**src/hdl/bmon_pkg.sv**
```systemverilog
`default_nettype none

package bmon_pkg;

  localparam int CELL_MV_W  = 16;
  localparam int CURRENT_W  = 24;
  localparam int TEMP_W     = 16;
  localparam int FLAGS_W    = 8;
  localparam int SOC_W      = 7;
  localparam int CAP_W      = 31;
  localparam int STATUS_W   = 2;
  localparam int CFG_IDX_W  = 3;
  localparam int CFG_DATA_W = 31;
  localparam int PROD_W     = 38;
  localparam int STEP_W     = 5;
  localparam int REM10_W    = 4;

  localparam logic [STATUS_W-1:0] STATUS_IDLE        = 2'd0;
  localparam logic [STATUS_W-1:0] STATUS_CHARGING    = 2'd1;
  localparam logic [STATUS_W-1:0] STATUS_DISCHARGING = 2'd2;
  localparam logic [STATUS_W-1:0] STATUS_FAULT       = 2'd3;

  localparam logic [CFG_IDX_W-1:0] CFG_CAPACITY       = 3'd0;
  localparam logic [CFG_IDX_W-1:0] CFG_CHG_OVER_TEMP  = 3'd1;
  localparam logic [CFG_IDX_W-1:0] CFG_CHG_UNDER_TEMP = 3'd2;
  localparam logic [CFG_IDX_W-1:0] CFG_DSG_OVER_TEMP  = 3'd3;
  localparam logic [CFG_IDX_W-1:0] CFG_SOC_FULL       = 3'd4;
  localparam logic [CFG_IDX_W-1:0] CFG_SOC_EMPTY      = 3'd5;
  localparam logic [CFG_IDX_W-1:0] CFG_CHG_MASK       = 3'd6;
  localparam logic [CFG_IDX_W-1:0] CFG_DSG_MASK       = 3'd7;

  localparam logic [CAP_W-1:0]            RESET_CAPACITY     = 31'd360000000;
  localparam logic [CAP_W-1:0]            RESET_COUNTER      = 31'd180000000;
  localparam logic signed [TEMP_W-1:0]    RESET_CHG_OVER     = 16'sd450;
  localparam logic signed [TEMP_W-1:0]    RESET_CHG_UNDER    = 16'sd0;
  localparam logic signed [TEMP_W-1:0]    RESET_DSG_OVER     = 16'sd600;
  localparam logic [SOC_W-1:0]            RESET_SOC_FULL     = 7'd100;
  localparam logic [SOC_W-1:0]            RESET_SOC_EMPTY    = 7'd5;
  localparam logic [FLAGS_W-1:0]          RESET_CHG_MASK     = 8'd7;
  localparam logic [FLAGS_W-1:0]          RESET_DSG_MASK     = 8'd56;

  localparam logic signed [CURRENT_W-1:0] CURRENT_THRESHOLD  = 24'sd500;
  localparam logic [CELL_MV_W-1:0]        PACK_MV_MAX        = 16'hFFFF;
  localparam logic [REM10_W:0]            TICK_DIVISOR       = 5'd10;
  localparam logic [SOC_W-1:0]            SOC_SCALE          = 7'd100;

  typedef struct packed {
    logic [CAP_W-1:0]          capacity;
    logic signed [TEMP_W-1:0]  chg_over_temp;
    logic signed [TEMP_W-1:0]  chg_under_temp;
    logic signed [TEMP_W-1:0]  dsg_over_temp;
    logic [SOC_W-1:0]          soc_full;
    logic [SOC_W-1:0]          soc_empty;
    logic [FLAGS_W-1:0]        chg_mask;
    logic [FLAGS_W-1:0]        dsg_mask;
  } cfg_t;

  typedef struct packed {
    logic [CELL_MV_W-1:0]         pack_mv;
    logic signed [CURRENT_W-1:0]  current;
    logic signed [TEMP_W-1:0]     avg_temp;
    logic signed [TEMP_W-1:0]     max_temp;
    logic [SOC_W-1:0]             soc;
    logic [FLAGS_W-1:0]           flags;
    logic [STATUS_W-1:0]          status;
    logic                         valid;
  } held_t;

  typedef struct packed {
    logic [CELL_MV_W-1:0]      pack_mv;
    logic [SOC_W-1:0]          soc_pct;
    logic signed [TEMP_W-1:0]  avg_temp;
    logic signed [TEMP_W-1:0]  max_temp;
    logic [STATUS_W-1:0]       pack_status;
    logic                      charge_ok;
    logic                      discharge_ok;
    logic                      fault_active;
    logic                      state_valid;
  } result_t;

  function automatic result_t bmon_make_result(held_t h, cfg_t c);
    result_t r;
    r.pack_mv      = h.pack_mv;
    r.soc_pct      = h.soc;
    r.avg_temp     = h.avg_temp;
    r.max_temp     = h.max_temp;
    r.pack_status  = h.status;
    r.fault_active = |h.flags;
    r.state_valid  = h.valid;
    r.charge_ok    = !(|(h.flags & c.chg_mask)) && !(h.max_temp > c.chg_over_temp) &&
                     !(h.avg_temp < c.chg_under_temp) && !(h.soc >= c.soc_full);
    r.discharge_ok = !(|(h.flags & c.dsg_mask)) && !(h.max_temp > c.dsg_over_temp) &&
                     !(h.soc <= c.soc_empty);
    return r;
  endfunction

endpackage

`default_nettype wire

```
**src/hdl/bmon_if.sv**
```systemverilog
`default_nettype none

interface bmon_in_if #(parameter int CELL_COUNT = 4);
  import bmon_pkg::*;

  logic                             valid;
  logic                             ready;
  logic                             afe_valid;
  logic [CELL_COUNT*CELL_MV_W-1:0]  cell_mv;
  logic signed [CURRENT_W-1:0]      pack_current;
  logic [FLAGS_W-1:0]               protection_flags;
  logic                             temp_valid;
  logic signed [TEMP_W-1:0]         temp_a;
  logic signed [TEMP_W-1:0]         temp_b;

  modport source (output valid, afe_valid, cell_mv, pack_current, protection_flags,
                  temp_valid, temp_a, temp_b, input ready);
  modport sink (input valid, afe_valid, cell_mv, pack_current, protection_flags,
                temp_valid, temp_a, temp_b, output ready);
endinterface

interface bmon_out_if;
  import bmon_pkg::*;

  logic                      valid;
  logic                      ready;
  logic [CELL_MV_W-1:0]      pack_mv;
  logic [SOC_W-1:0]          soc_pct;
  logic signed [TEMP_W-1:0]  avg_temp;
  logic signed [TEMP_W-1:0]  max_temp;
  logic [STATUS_W-1:0]       pack_status;
  logic                      charge_ok;
  logic                      discharge_ok;
  logic                      fault_active;
  logic                      state_valid;

  modport source (output valid, pack_mv, soc_pct, avg_temp, max_temp, pack_status,
                  charge_ok, discharge_ok, fault_active, state_valid, input ready);
  modport sink (input valid, pack_mv, soc_pct, avg_temp, max_temp, pack_status,
                charge_ok, discharge_ok, fault_active, state_valid, output ready);
endinterface

`default_nettype wire

```
**src/hdl/bmon_soc_div.sv**
```systemverilog
`default_nettype none

module bmon_soc_div (
  input  wire logic                        clk,
  input  wire logic                        rst_n,
  input  wire logic                        start,
  input  wire logic [bmon_pkg::CAP_W-1:0]  counter,
  input  wire logic [bmon_pkg::CAP_W-1:0]  capacity,
  output logic                             done,
  output logic [bmon_pkg::SOC_W-1:0]       quotient
);
  import bmon_pkg::*;

  logic                busy_r, busy_nxt;
  logic                done_r, done_nxt;
  logic                zero_r, zero_nxt;
  logic [2:0]          step_r, step_nxt;
  logic [PROD_W-1:0]   rem_r, rem_nxt;
  logic [PROD_W-1:0]   dvs_r, dvs_nxt;
  logic [SOC_W-1:0]    quo_r, quo_nxt;
  logic                ge;

  assign ge = rem_r >= dvs_r;

  always_comb begin
    busy_nxt = busy_r;
    done_nxt = 1'b0;
    zero_nxt = zero_r;
    step_nxt = step_r;
    rem_nxt  = rem_r;
    dvs_nxt  = dvs_r;
    quo_nxt  = quo_r;
    if (start) begin
      busy_nxt = 1'b1;
      zero_nxt = capacity == '0;
      step_nxt = '0;
      rem_nxt  = PROD_W'(counter) * PROD_W'(SOC_SCALE);
      dvs_nxt  = PROD_W'(capacity) << (SOC_W - 1);
      quo_nxt  = '0;
    end else if (busy_r) begin
      if (ge) begin
        rem_nxt = rem_r - dvs_r;
      end
      quo_nxt  = {quo_r[SOC_W-2:0], ge & ~zero_r};
      dvs_nxt  = dvs_r >> 1;
      step_nxt = step_r + 3'd1;
      if (step_r == 3'(SOC_W - 1)) begin
        busy_nxt = 1'b0;
        done_nxt = 1'b1;
      end
    end
  end

  always_ff @(posedge clk) begin
    if (!rst_n) begin
      busy_r <= 1'b0;
      done_r <= 1'b0;
    end else begin
      busy_r <= busy_nxt;
      done_r <= done_nxt;
    end
  end

  always_ff @(posedge clk) begin
    zero_r <= zero_nxt;
    step_r <= step_nxt;
    rem_r  <= rem_nxt;
    dvs_r  <= dvs_nxt;
    quo_r  <= quo_nxt;
  end

  assign done     = done_r;
  assign quotient = quo_r;

endmodule

`default_nettype wire

```
**src/hdl/battery_coulomb_soc_monitor_unit.sv**
```systemverilog
`default_nettype none

// Battery pack monitor with coulomb counting, one transaction per 100 ms tick. A transaction
// with valid cell data holds the input off until its result has been registered: the pack
// current is divided by ten, one quotient bit per cycle (the cell voltages are summed one
// cell per cycle during the same cycles), then the charge counter is updated, then the state
// of charge division forms the counter times 100 and then produces one of seven quotient
// bits per cycle, and last the result is registered. A transaction with invalid cell data
// skips these steps and goes straight to the result register. The result is held in an
// output register, so a new transaction is taken while a result waits; the last step of the
// next transaction stretches until that waiting result has been taken.
module battery_coulomb_soc_monitor_unit #(
  parameter int CELL_COUNT = 4
) (
  input  wire logic                             clk,
  input  wire logic                             rst_n,
  bmon_in_if.sink                               in_ch,
  bmon_out_if.source                            out_ch,
  input  wire logic                             cfg_we,
  input  wire logic [bmon_pkg::CFG_IDX_W-1:0]   cfg_index,
  input  wire logic [bmon_pkg::CFG_DATA_W-1:0]  cfg_data
);
  import bmon_pkg::*;

  localparam int CELLS_W = CELL_COUNT * CELL_MV_W;
  localparam int SUM_W   = CELL_MV_W + $clog2(CELL_COUNT);

  typedef enum logic [4:0] {
    S_IDLE = 5'b00001,
    S_DIV  = 5'b00010,
    S_ACC  = 5'b00100,
    S_SOC  = 5'b01000,
    S_OUT  = 5'b10000
  } state_t;

  state_t                  state_r, state_nxt;
  cfg_t                    cfg_r, cfg_nxt;
  held_t                   held_r, held_nxt;
  result_t                 out_r, out_nxt;
  logic                    out_valid_r, out_valid_nxt;
  logic                    soc_start_r, soc_start_nxt;
  logic [CAP_W-1:0]        counter_r, counter_nxt;
  logic [CELLS_W-1:0]      cell_sr_r, cell_sr_nxt;
  logic [SUM_W-1:0]        sum_r, sum_nxt;
  logic [CURRENT_W-1:0]    dsr_r, dsr_nxt;
  logic [REM10_W-1:0]      rem_r, rem_nxt;
  logic [STEP_W-1:0]       step_r, step_nxt;

  logic                    soc_done;
  logic [SOC_W-1:0]        soc_quo;
  logic [REM10_W:0]        trial;
  logic                    trial_ge;
  logic signed [TEMP_W:0]  temp_sum;
  logic signed [TEMP_W:0]  temp_adj;
  logic [CAP_W+1:0]        quo_ext;
  logic signed [CAP_W+1:0] cnt_sum;

  bmon_soc_div u_soc_div (
    .clk      (clk),
    .rst_n    (rst_n),
    .start    (soc_start_r),
    .counter  (counter_r),
    .capacity (cfg_r.capacity),
    .done     (soc_done),
    .quotient (soc_quo)
  );

  assign trial    = {rem_r, dsr_r[CURRENT_W-1]};
  assign trial_ge = trial >= TICK_DIVISOR;
  assign temp_sum = {in_ch.temp_a[TEMP_W-1], in_ch.temp_a} +
                    {in_ch.temp_b[TEMP_W-1], in_ch.temp_b};
  assign temp_adj = temp_sum + (TEMP_W+1)'(temp_sum[TEMP_W] & temp_sum[0]);
  assign quo_ext  = (CAP_W+2)'(dsr_r);
  assign cnt_sum  = $signed({2'b00, counter_r}) +
                    (held_r.current[CURRENT_W-1] ? -$signed(quo_ext) : $signed(quo_ext));

  always_comb begin
    cfg_nxt = cfg_r;
    if (cfg_we) begin
      unique case (cfg_index)
        CFG_CAPACITY:       cfg_nxt.capacity       = cfg_data[CAP_W-1:0];
        CFG_CHG_OVER_TEMP:  cfg_nxt.chg_over_temp  = cfg_data[TEMP_W-1:0];
        CFG_CHG_UNDER_TEMP: cfg_nxt.chg_under_temp = cfg_data[TEMP_W-1:0];
        CFG_DSG_OVER_TEMP:  cfg_nxt.dsg_over_temp  = cfg_data[TEMP_W-1:0];
        CFG_SOC_FULL:       cfg_nxt.soc_full       = cfg_data[SOC_W-1:0];
        CFG_SOC_EMPTY:      cfg_nxt.soc_empty      = cfg_data[SOC_W-1:0];
        CFG_CHG_MASK:       cfg_nxt.chg_mask       = cfg_data[FLAGS_W-1:0];
        CFG_DSG_MASK:       cfg_nxt.dsg_mask       = cfg_data[FLAGS_W-1:0];
        default: ;
      endcase
    end
  end

  always_comb begin
    state_nxt     = state_r;
    held_nxt      = held_r;
    out_nxt       = out_r;
    out_valid_nxt = out_valid_r & ~out_ch.ready;
    soc_start_nxt = 1'b0;
    counter_nxt   = counter_r;
    cell_sr_nxt   = cell_sr_r;
    sum_nxt       = sum_r;
    dsr_nxt       = dsr_r;
    rem_nxt       = rem_r;
    step_nxt      = step_r;

    unique case (state_r)
      S_IDLE: begin
        if (in_ch.valid) begin
          if (in_ch.afe_valid) begin
            held_nxt.current = in_ch.pack_current;
            held_nxt.flags   = in_ch.protection_flags;
            if (in_ch.temp_valid) begin
              held_nxt.avg_temp = temp_adj[TEMP_W:1];
              held_nxt.max_temp = (in_ch.temp_a > in_ch.temp_b) ? in_ch.temp_a : in_ch.temp_b;
            end
            if (in_ch.protection_flags != '0) begin
              held_nxt.status = STATUS_FAULT;
            end else if (in_ch.pack_current > CURRENT_THRESHOLD) begin
              held_nxt.status = STATUS_CHARGING;
            end else if (in_ch.pack_current < -CURRENT_THRESHOLD) begin
              held_nxt.status = STATUS_DISCHARGING;
            end else begin
              held_nxt.status = STATUS_IDLE;
            end
            held_nxt.valid = 1'b1;
            cell_sr_nxt    = in_ch.cell_mv;
            sum_nxt        = '0;
            dsr_nxt        = in_ch.pack_current[CURRENT_W-1] ? -in_ch.pack_current :
                                                               in_ch.pack_current;
            rem_nxt        = '0;
            step_nxt       = '0;
            state_nxt      = S_DIV;
          end else begin
            held_nxt.valid = 1'b0;
            state_nxt      = S_OUT;
          end
        end
      end
      S_DIV: begin
        sum_nxt     = sum_r + SUM_W'(cell_sr_r[CELL_MV_W-1:0]);
        cell_sr_nxt = cell_sr_r >> CELL_MV_W;
        rem_nxt     = trial_ge ? REM10_W'(trial - TICK_DIVISOR) : trial[REM10_W-1:0];
        dsr_nxt     = {dsr_r[CURRENT_W-2:0], trial_ge};
        step_nxt    = step_r + STEP_W'(1);
        if (step_r == STEP_W'(CURRENT_W - 1)) begin
          state_nxt = S_ACC;
        end
      end
      S_ACC: begin
        if (cnt_sum[CAP_W+1]) begin
          counter_nxt = '0;
        end else if (cnt_sum[CAP_W:0] > {1'b0, cfg_r.capacity}) begin
          counter_nxt = cfg_r.capacity;
        end else begin
          counter_nxt = cnt_sum[CAP_W-1:0];
        end
        held_nxt.pack_mv = (sum_r > SUM_W'(PACK_MV_MAX)) ? PACK_MV_MAX : sum_r[CELL_MV_W-1:0];
        soc_start_nxt    = 1'b1;
        state_nxt        = S_SOC;
      end
      S_SOC: begin
        if (soc_done) begin
          held_nxt.soc = soc_quo;
          state_nxt    = S_OUT;
        end
      end
      S_OUT: begin
        if (!out_valid_r || out_ch.ready) begin
          out_nxt       = bmon_make_result(held_r, cfg_r);
          out_valid_nxt = 1'b1;
          state_nxt     = S_IDLE;
        end
      end
      default: state_nxt = S_IDLE;
    endcase
  end

  always_ff @(posedge clk) begin
    if (!rst_n) begin
      state_r        <= S_IDLE;
      out_valid_r    <= 1'b0;
      soc_start_r    <= 1'b0;
      counter_r      <= RESET_COUNTER;
      held_r         <= '0;
      cfg_r.capacity       <= RESET_CAPACITY;
      cfg_r.chg_over_temp  <= RESET_CHG_OVER;
      cfg_r.chg_under_temp <= RESET_CHG_UNDER;
      cfg_r.dsg_over_temp  <= RESET_DSG_OVER;
      cfg_r.soc_full       <= RESET_SOC_FULL;
      cfg_r.soc_empty      <= RESET_SOC_EMPTY;
      cfg_r.chg_mask       <= RESET_CHG_MASK;
      cfg_r.dsg_mask       <= RESET_DSG_MASK;
    end else begin
      state_r     <= state_nxt;
      out_valid_r <= out_valid_nxt;
      soc_start_r <= soc_start_nxt;
      counter_r   <= counter_nxt;
      held_r      <= held_nxt;
      cfg_r       <= cfg_nxt;
    end
  end

  always_ff @(posedge clk) begin
    out_r     <= out_nxt;
    cell_sr_r <= cell_sr_nxt;
    sum_r     <= sum_nxt;
    dsr_r     <= dsr_nxt;
    rem_r     <= rem_nxt;
    step_r    <= step_nxt;
  end

  assign in_ch.ready         = state_r == S_IDLE;
  assign out_ch.valid        = out_valid_r;
  assign out_ch.pack_mv      = out_r.pack_mv;
  assign out_ch.soc_pct      = out_r.soc_pct;
  assign out_ch.avg_temp     = out_r.avg_temp;
  assign out_ch.max_temp     = out_r.max_temp;
  assign out_ch.pack_status  = out_r.pack_status;
  assign out_ch.charge_ok    = out_r.charge_ok;
  assign out_ch.discharge_ok = out_r.discharge_ok;
  assign out_ch.fault_active = out_r.fault_active;
  assign out_ch.state_valid  = out_r.state_valid;

endmodule

`default_nettype wire

```
**src/flat_wrapper.sv**
```systemverilog
// flat-port wrapper written by rule: the top's interface ports become plain ports
module battery_coulomb_soc_monitor_unit_flat import bmon_pkg::*;
#(
  parameter int CELL_COUNT = 4
)
  (clk, rst_n, cfg_we, cfg_index, cfg_data, in_ch_valid, in_ch_afe_valid, in_ch_cell_mv, in_ch_pack_current, in_ch_protection_flags, in_ch_temp_valid, in_ch_temp_a, in_ch_temp_b, in_ch_ready, out_ch_valid, out_ch_pack_mv, out_ch_soc_pct, out_ch_avg_temp, out_ch_max_temp, out_ch_pack_status, out_ch_charge_ok, out_ch_discharge_ok, out_ch_fault_active, out_ch_state_valid, out_ch_ready);
  bmon_in_if #(.CELL_COUNT(CELL_COUNT)) in_ch_i ();
  bmon_out_if out_ch_i ();
  input  wire logic clk;
  input  wire logic rst_n;
  input  wire logic cfg_we;
  input  wire logic [bmon_pkg::CFG_IDX_W-1:0] cfg_index;
  input  wire logic [bmon_pkg::CFG_DATA_W-1:0] cfg_data;
  input wire logic [$bits(in_ch_i.valid)-1:0] in_ch_valid;
  input wire logic [$bits(in_ch_i.afe_valid)-1:0] in_ch_afe_valid;
  input wire logic [$bits(in_ch_i.cell_mv)-1:0] in_ch_cell_mv;
  input wire logic [$bits(in_ch_i.pack_current)-1:0] in_ch_pack_current;
  input wire logic [$bits(in_ch_i.protection_flags)-1:0] in_ch_protection_flags;
  input wire logic [$bits(in_ch_i.temp_valid)-1:0] in_ch_temp_valid;
  input wire logic [$bits(in_ch_i.temp_a)-1:0] in_ch_temp_a;
  input wire logic [$bits(in_ch_i.temp_b)-1:0] in_ch_temp_b;
  output wire logic [$bits(in_ch_i.ready)-1:0] in_ch_ready;
  output wire logic [$bits(out_ch_i.valid)-1:0] out_ch_valid;
  output wire logic [$bits(out_ch_i.pack_mv)-1:0] out_ch_pack_mv;
  output wire logic [$bits(out_ch_i.soc_pct)-1:0] out_ch_soc_pct;
  output wire logic [$bits(out_ch_i.avg_temp)-1:0] out_ch_avg_temp;
  output wire logic [$bits(out_ch_i.max_temp)-1:0] out_ch_max_temp;
  output wire logic [$bits(out_ch_i.pack_status)-1:0] out_ch_pack_status;
  output wire logic [$bits(out_ch_i.charge_ok)-1:0] out_ch_charge_ok;
  output wire logic [$bits(out_ch_i.discharge_ok)-1:0] out_ch_discharge_ok;
  output wire logic [$bits(out_ch_i.fault_active)-1:0] out_ch_fault_active;
  output wire logic [$bits(out_ch_i.state_valid)-1:0] out_ch_state_valid;
  input wire logic [$bits(out_ch_i.ready)-1:0] out_ch_ready;
  assign in_ch_i.valid = in_ch_valid;
  assign in_ch_i.afe_valid = in_ch_afe_valid;
  assign in_ch_i.cell_mv = in_ch_cell_mv;
  assign in_ch_i.pack_current = in_ch_pack_current;
  assign in_ch_i.protection_flags = in_ch_protection_flags;
  assign in_ch_i.temp_valid = in_ch_temp_valid;
  assign in_ch_i.temp_a = in_ch_temp_a;
  assign in_ch_i.temp_b = in_ch_temp_b;
  assign in_ch_ready = in_ch_i.ready;
  assign out_ch_valid = out_ch_i.valid;
  assign out_ch_pack_mv = out_ch_i.pack_mv;
  assign out_ch_soc_pct = out_ch_i.soc_pct;
  assign out_ch_avg_temp = out_ch_i.avg_temp;
  assign out_ch_max_temp = out_ch_i.max_temp;
  assign out_ch_pack_status = out_ch_i.pack_status;
  assign out_ch_charge_ok = out_ch_i.charge_ok;
  assign out_ch_discharge_ok = out_ch_i.discharge_ok;
  assign out_ch_fault_active = out_ch_i.fault_active;
  assign out_ch_state_valid = out_ch_i.state_valid;
  assign out_ch_i.ready = out_ch_ready;
  battery_coulomb_soc_monitor_unit #(.CELL_COUNT(CELL_COUNT)) u_core (.clk(clk), .rst_n(rst_n), .in_ch(in_ch_i), .out_ch(out_ch_i), .cfg_we(cfg_we), .cfg_index(cfg_index), .cfg_data(cfg_data));
endmodule
```
**config.mk**
```make
export PLATFORM = sky130hd
export DESIGN_NAME = battery_coulomb_soc_monitor_unit_flat
export DESIGN_NICKNAME = d
export VERILOG_FILES = /design/src/hdl/bmon_pkg.sv /design/src/hdl/bmon_if.sv /design/src/hdl/bmon_soc_div.sv /design/src/hdl/battery_coulomb_soc_monitor_unit.sv /design/src/flat_wrapper.sv
export SDC_FILE = /design/constraint.sdc
export NUM_CORES = 1
export LEC_CHECK = 0
export BUFFER_PORTS_ARGS = -buffer_cell sky130_fd_sc_hd__buf_2
export CAP_MARGIN = 20
export CORE_ASPECT_RATIO = 1.1
export CORE_MARGIN = 1.5
export CORE_UTILIZATION = 55
export CTS_CLUSTER_DIAMETER = 120
export DETAILED_ROUTE_END_ITERATION = 6
export PLACE_DENSITY = 0.74
export SKIP_LAST_GASP = 1
export SLEW_MARGIN = 10
export SYNTH_ARGS = -nofsm -noshare
export SYNTH_HDL_FRONTEND = slang
export SYNTH_HIERARCHICAL = 1
export SYNTH_SLANG_ARGS = --single-unit
```
**constraint.sdc**
```tcl
create_clock -name clk -period 8.5 [get_ports clk]
set_input_delay 0.425 -clock clk [delete_from_list [all_inputs] [get_ports clk]]
set_output_delay 0.425 -clock clk [all_outputs]
set_load 0.05 [all_outputs]
```
==> results.py <==
metrics = {
    "detailed_routing": {
        "drt-initial-drc-count": 1904,
        "remaining_drc_errors": 0,
        "drt_first_pass_iters": 6,
        "routedWlPerCell_um": 18.6,
        "vias": 25600,
        "antenna_left": 0,
        "vias_per_cell": 5.76,
        "wl_um": 82500,
    },
    "clock_network": {
        "cts_sinks": 478,
        "clk_latency_ns": 0.61,
        "cts_root_buf": "clkbuf_16",
        "cts_tree": "done",
        "cts_hold_buf": 0,
        "cts_setup_buffers": 0,
        "ctsLongestPathBuffers": 3,
        "path_clk_slew_ns": 0.06,
        "ctsResizeCount": 0,
        "cts.htree.levels": 2,
        "cts_buffers": 51,
    },
    "floorplanning": {
        "io-pin-count": 232,
        "fp.dieH_um": 252,
        "die_w_um": 229,
        "start_util": 0.555,
        "die_area_um2": 57800,
        "row_count": 91,
        "core_area_um2": 55900,
    },
    "grt": {
        "globalRouteTotalUtil": 0.279,
        "grt_pass1_vias": 24300,
        "grt_pass1_wl_um": 129000,
        "overflow": 0,
        "grt_start_max_net_pins": 101,
        "antenna_found_initial": 10,
    },
    "timing": {
        "maxSlewHeadroom": 0.321,
        "rsz0062_at_grt": "false",
        "layout_min_cycle_time_ns": 7.10,
        "skew_ns": 0.0224,
        "setup_viol": 0,
        "hold_violations": 0,
        "period_share": 0.835,
        "tightest_slew_ns": 1.01,
        "max_freq_mhz": 141,
        "final.setup.tns_ns": 0,
        "worst_slack_ns": 1.40,
        "maxSlewViolCount": 0,
    },
    "placement": {
        "placedCellCount": 4340,
        "gp_congestion": 0.928,
        "dpl.hpwl_um": 61000,
        "io_buffers": 231,
        "dp_worst_setup_slack_ns": 1.43,
        "placed_area_um2": 32700,
    },
    "worst_hold_path": {
        "hold_start": "cfg_data[19]",
        "hp-class": "in2reg",
    },
    "yosys": {
        "syn-num-nets": 4005,
        "yosys.area.top_type": "edfxtp_1",
        "synth_top_flop_cell": "edfxtp_1",
        "synthTopCellsByCount": "nand2_1 (592), inv_1 (315), ha_1 (314)",
        "ys_ff_latch": 478,
        "synth_area_per_cell_um2": 8.88,
        "yosysWarningCount": 6,
        "synth.cell_area_um2": 31000,
        "syn_inst": 3492,
        "async_reset_ff_frac": 0,
        "synth.most_common_cell": "nand2_1",
        "yosys.area.top_type_share": 0.236,
        "synth-edff-count": 244,
        "yosysSeqAreaShare": 0.387,
        "synth.lib_cells_used.distinct": 91,
        "synth.area.top_cells": "edfxtp_1 (24%), dfxtp_1 (15%), ha_1 (13%)",
    },
    "finish": {
        "final_layout_size_suffix_gt1_frac": 0.111,
        "nNetsFinal": 4165,
        "syn_to_final_growth_pct": 11.4,
        "fin_cells": 4441,
        "final_cell_area_um2": 34500,
    },
    "power": {
        "p_leak_nw": 14.8,
        "clkPwrFrac": 0.396,
        "netSwitchingPower_mw": 1.73,
        "ir_drop_mv": 0.160,
        "intPower_mw": 4.40,
        "seqPwrFrac": 0.429,
        "combPwrFrac": 0.175,
        "total_power_mw": 6.13,
        "power_density_nw_per_um2": 177,
        "power.share.switching": 0.282,
    },
    "worst_setup_path": {
        "cp_max_fo": 18,
        "crit_required_ns": 8.99,
        "start_kind": "flop",
        "endpoint_kind": "flop",
        "worstSetupPathType": "reg2reg",
        "crit_arrival_ns": 7.59,
        "crit_start": "u_core/dsr_r[2]",
        "r2r-start": "u_core/dsr_r[2]",
    },
    "job": {
        "max_cap_violations": 0,
    },
    "outcome": {
        "status": "finished clean",
    },
}
cell type report:
cell class | instances | area, µm²
Inverter | 315 | 1180
Clock inverter | 31 | 384
Multi-Input combinational cell | 2553 | 17200
Timing Repair Buffer | 253 | 1330
Tap cell | 744 | 931
Sequential cell | 478 | 12000
Clock buffer | 65 | 1440
Fill cell | 4874 | 21400
Antenna cell | 2 | 5.00
final timing paths:
| kind | endpoint | slack [ns] | cells past startpoint |
|---|---|---|---|
| min reg2reg | u_core/out_ch.pack_mv[8] | 0.43 | 0 |
| min | u_core/cfg_r[97] | 0.06 | 3 |
| max | u_core/counter_r[7] | 1.40 | 24 |
| max reg2reg | u_core/counter_r[7] | 1.40 | 24 |
logic make-up (layout without fill, tap and decap cells):
kind of cell    Yosys count  count (layout)  share of synthesized area
fa+ha+maj               344             344                      0.146
xor+xnor                165             165                     0.0466
buf+inv                 461             664                     0.0581
other cells               0               2                          0
compound gates          855             855                      0.175
simple gates           1116            1116                      0.163
mux                      73              73                     0.0240
flops                   478             478                      0.387
sequential cells by signal (all words and copies together), names as in the netlist, 3 cells and up:
name	flops
u_core/out_ch.avg_temp	16
u_core/sum_r	18
u_core/u_soc_div/step_r	3
u_core/u_soc_div/rem_r	38
u_core/out_ch.soc_pct	7
u_core/counter_r	31
u_core/dsr_r	24
u_core/u_soc_div/quotient	7
u_core/held_r	67
u_core/out_ch.max_temp	16
u_core/rem_r	4
u_core/cell_sr_r	64
u_core/step_r	5
u_core/u_soc_div/dvs_r	37
u_core/out_ch.pack_mv	16
u_core/cfg_r	109
u_core/state_r	5
power by group through the flow:
stage	clock, mW	sequential [mW]	combinational, mW
finish	2.42	2.63	1.07
global route	2.54	2.64	1.19
CTS	2.45	2.63	1.06
detailed placement	0	2.67	1.06
global placement	0	2.67	1.04
floorplan	0	2.67	0.782
metrics by stage:
| stage | utilization | hold slack [ns] |
|---|---|---|
| 6_report | 0.618 | 0.0606 |
| 5_1_grt | 0.618 | 0.0681 |
| 4_1_cts | 0.617 | 0.0359 |
| 3_5_place_dp | 0.585 | 0.417 |
| 3_3_place_gp | 0.584 | 0.408 |
| 2_1_floorplan | - | 0.403 |
worst max-delay path: stages, from the launching register on:
cell and delay [ns]:
edfxtp_1 0.43, or3_1 0.43, or3_1 0.40, or3b_1 0.52, nand2_1 0.14, xnor2_1 0.14, ha_1 0.32, nand2_1 0.09
o21ai_0 0.10, o41ai_1 0.36, o211ai_1 0.21, a41oi_1 0.52, o21ai_0 0.21, xor2_1 0.20, ha_1 0.32, nand3_1 0.11
nor4_1 0.37, nor3b_1 0.33, nand3_1 0.10, o21ai_0 0.12, o21ai_0 0.19, mux2i_4 0.59, buf_4 0.43, mux2i_1 0.26
o21ai_1 0.07
metal layers:
metal,wire [µm],up-vias,track usage
met1,35600,12000,0.364
met2,38800,751,0.466
li1,-,12700,-
met5,95,-,0
met3,4890,178,0.0459
met4,3090,16,0.105
cell usage in the layout, fill, tap and decap left out, drive strengths merged, types with 22 or more instances in the layout:
master and instances:
nor2 157, nand3 71, nand4 40, and2 31, dfxtp 234, fa 30, clkbuf 67, o21bai 22
o21a 35, nand2 592, edfxtp 244, a21o 59, o211ai 39, nor3 49, o22ai 30, xor2 76
nor2b 35, o31ai 30, a21oi 272, nand2b 26, ha 314, mux2i 71, xnor2 89, o21ai 207
inv 322, buf 251, a211oi 27
No activity file was read; power rests on OpenSTA's default activity.
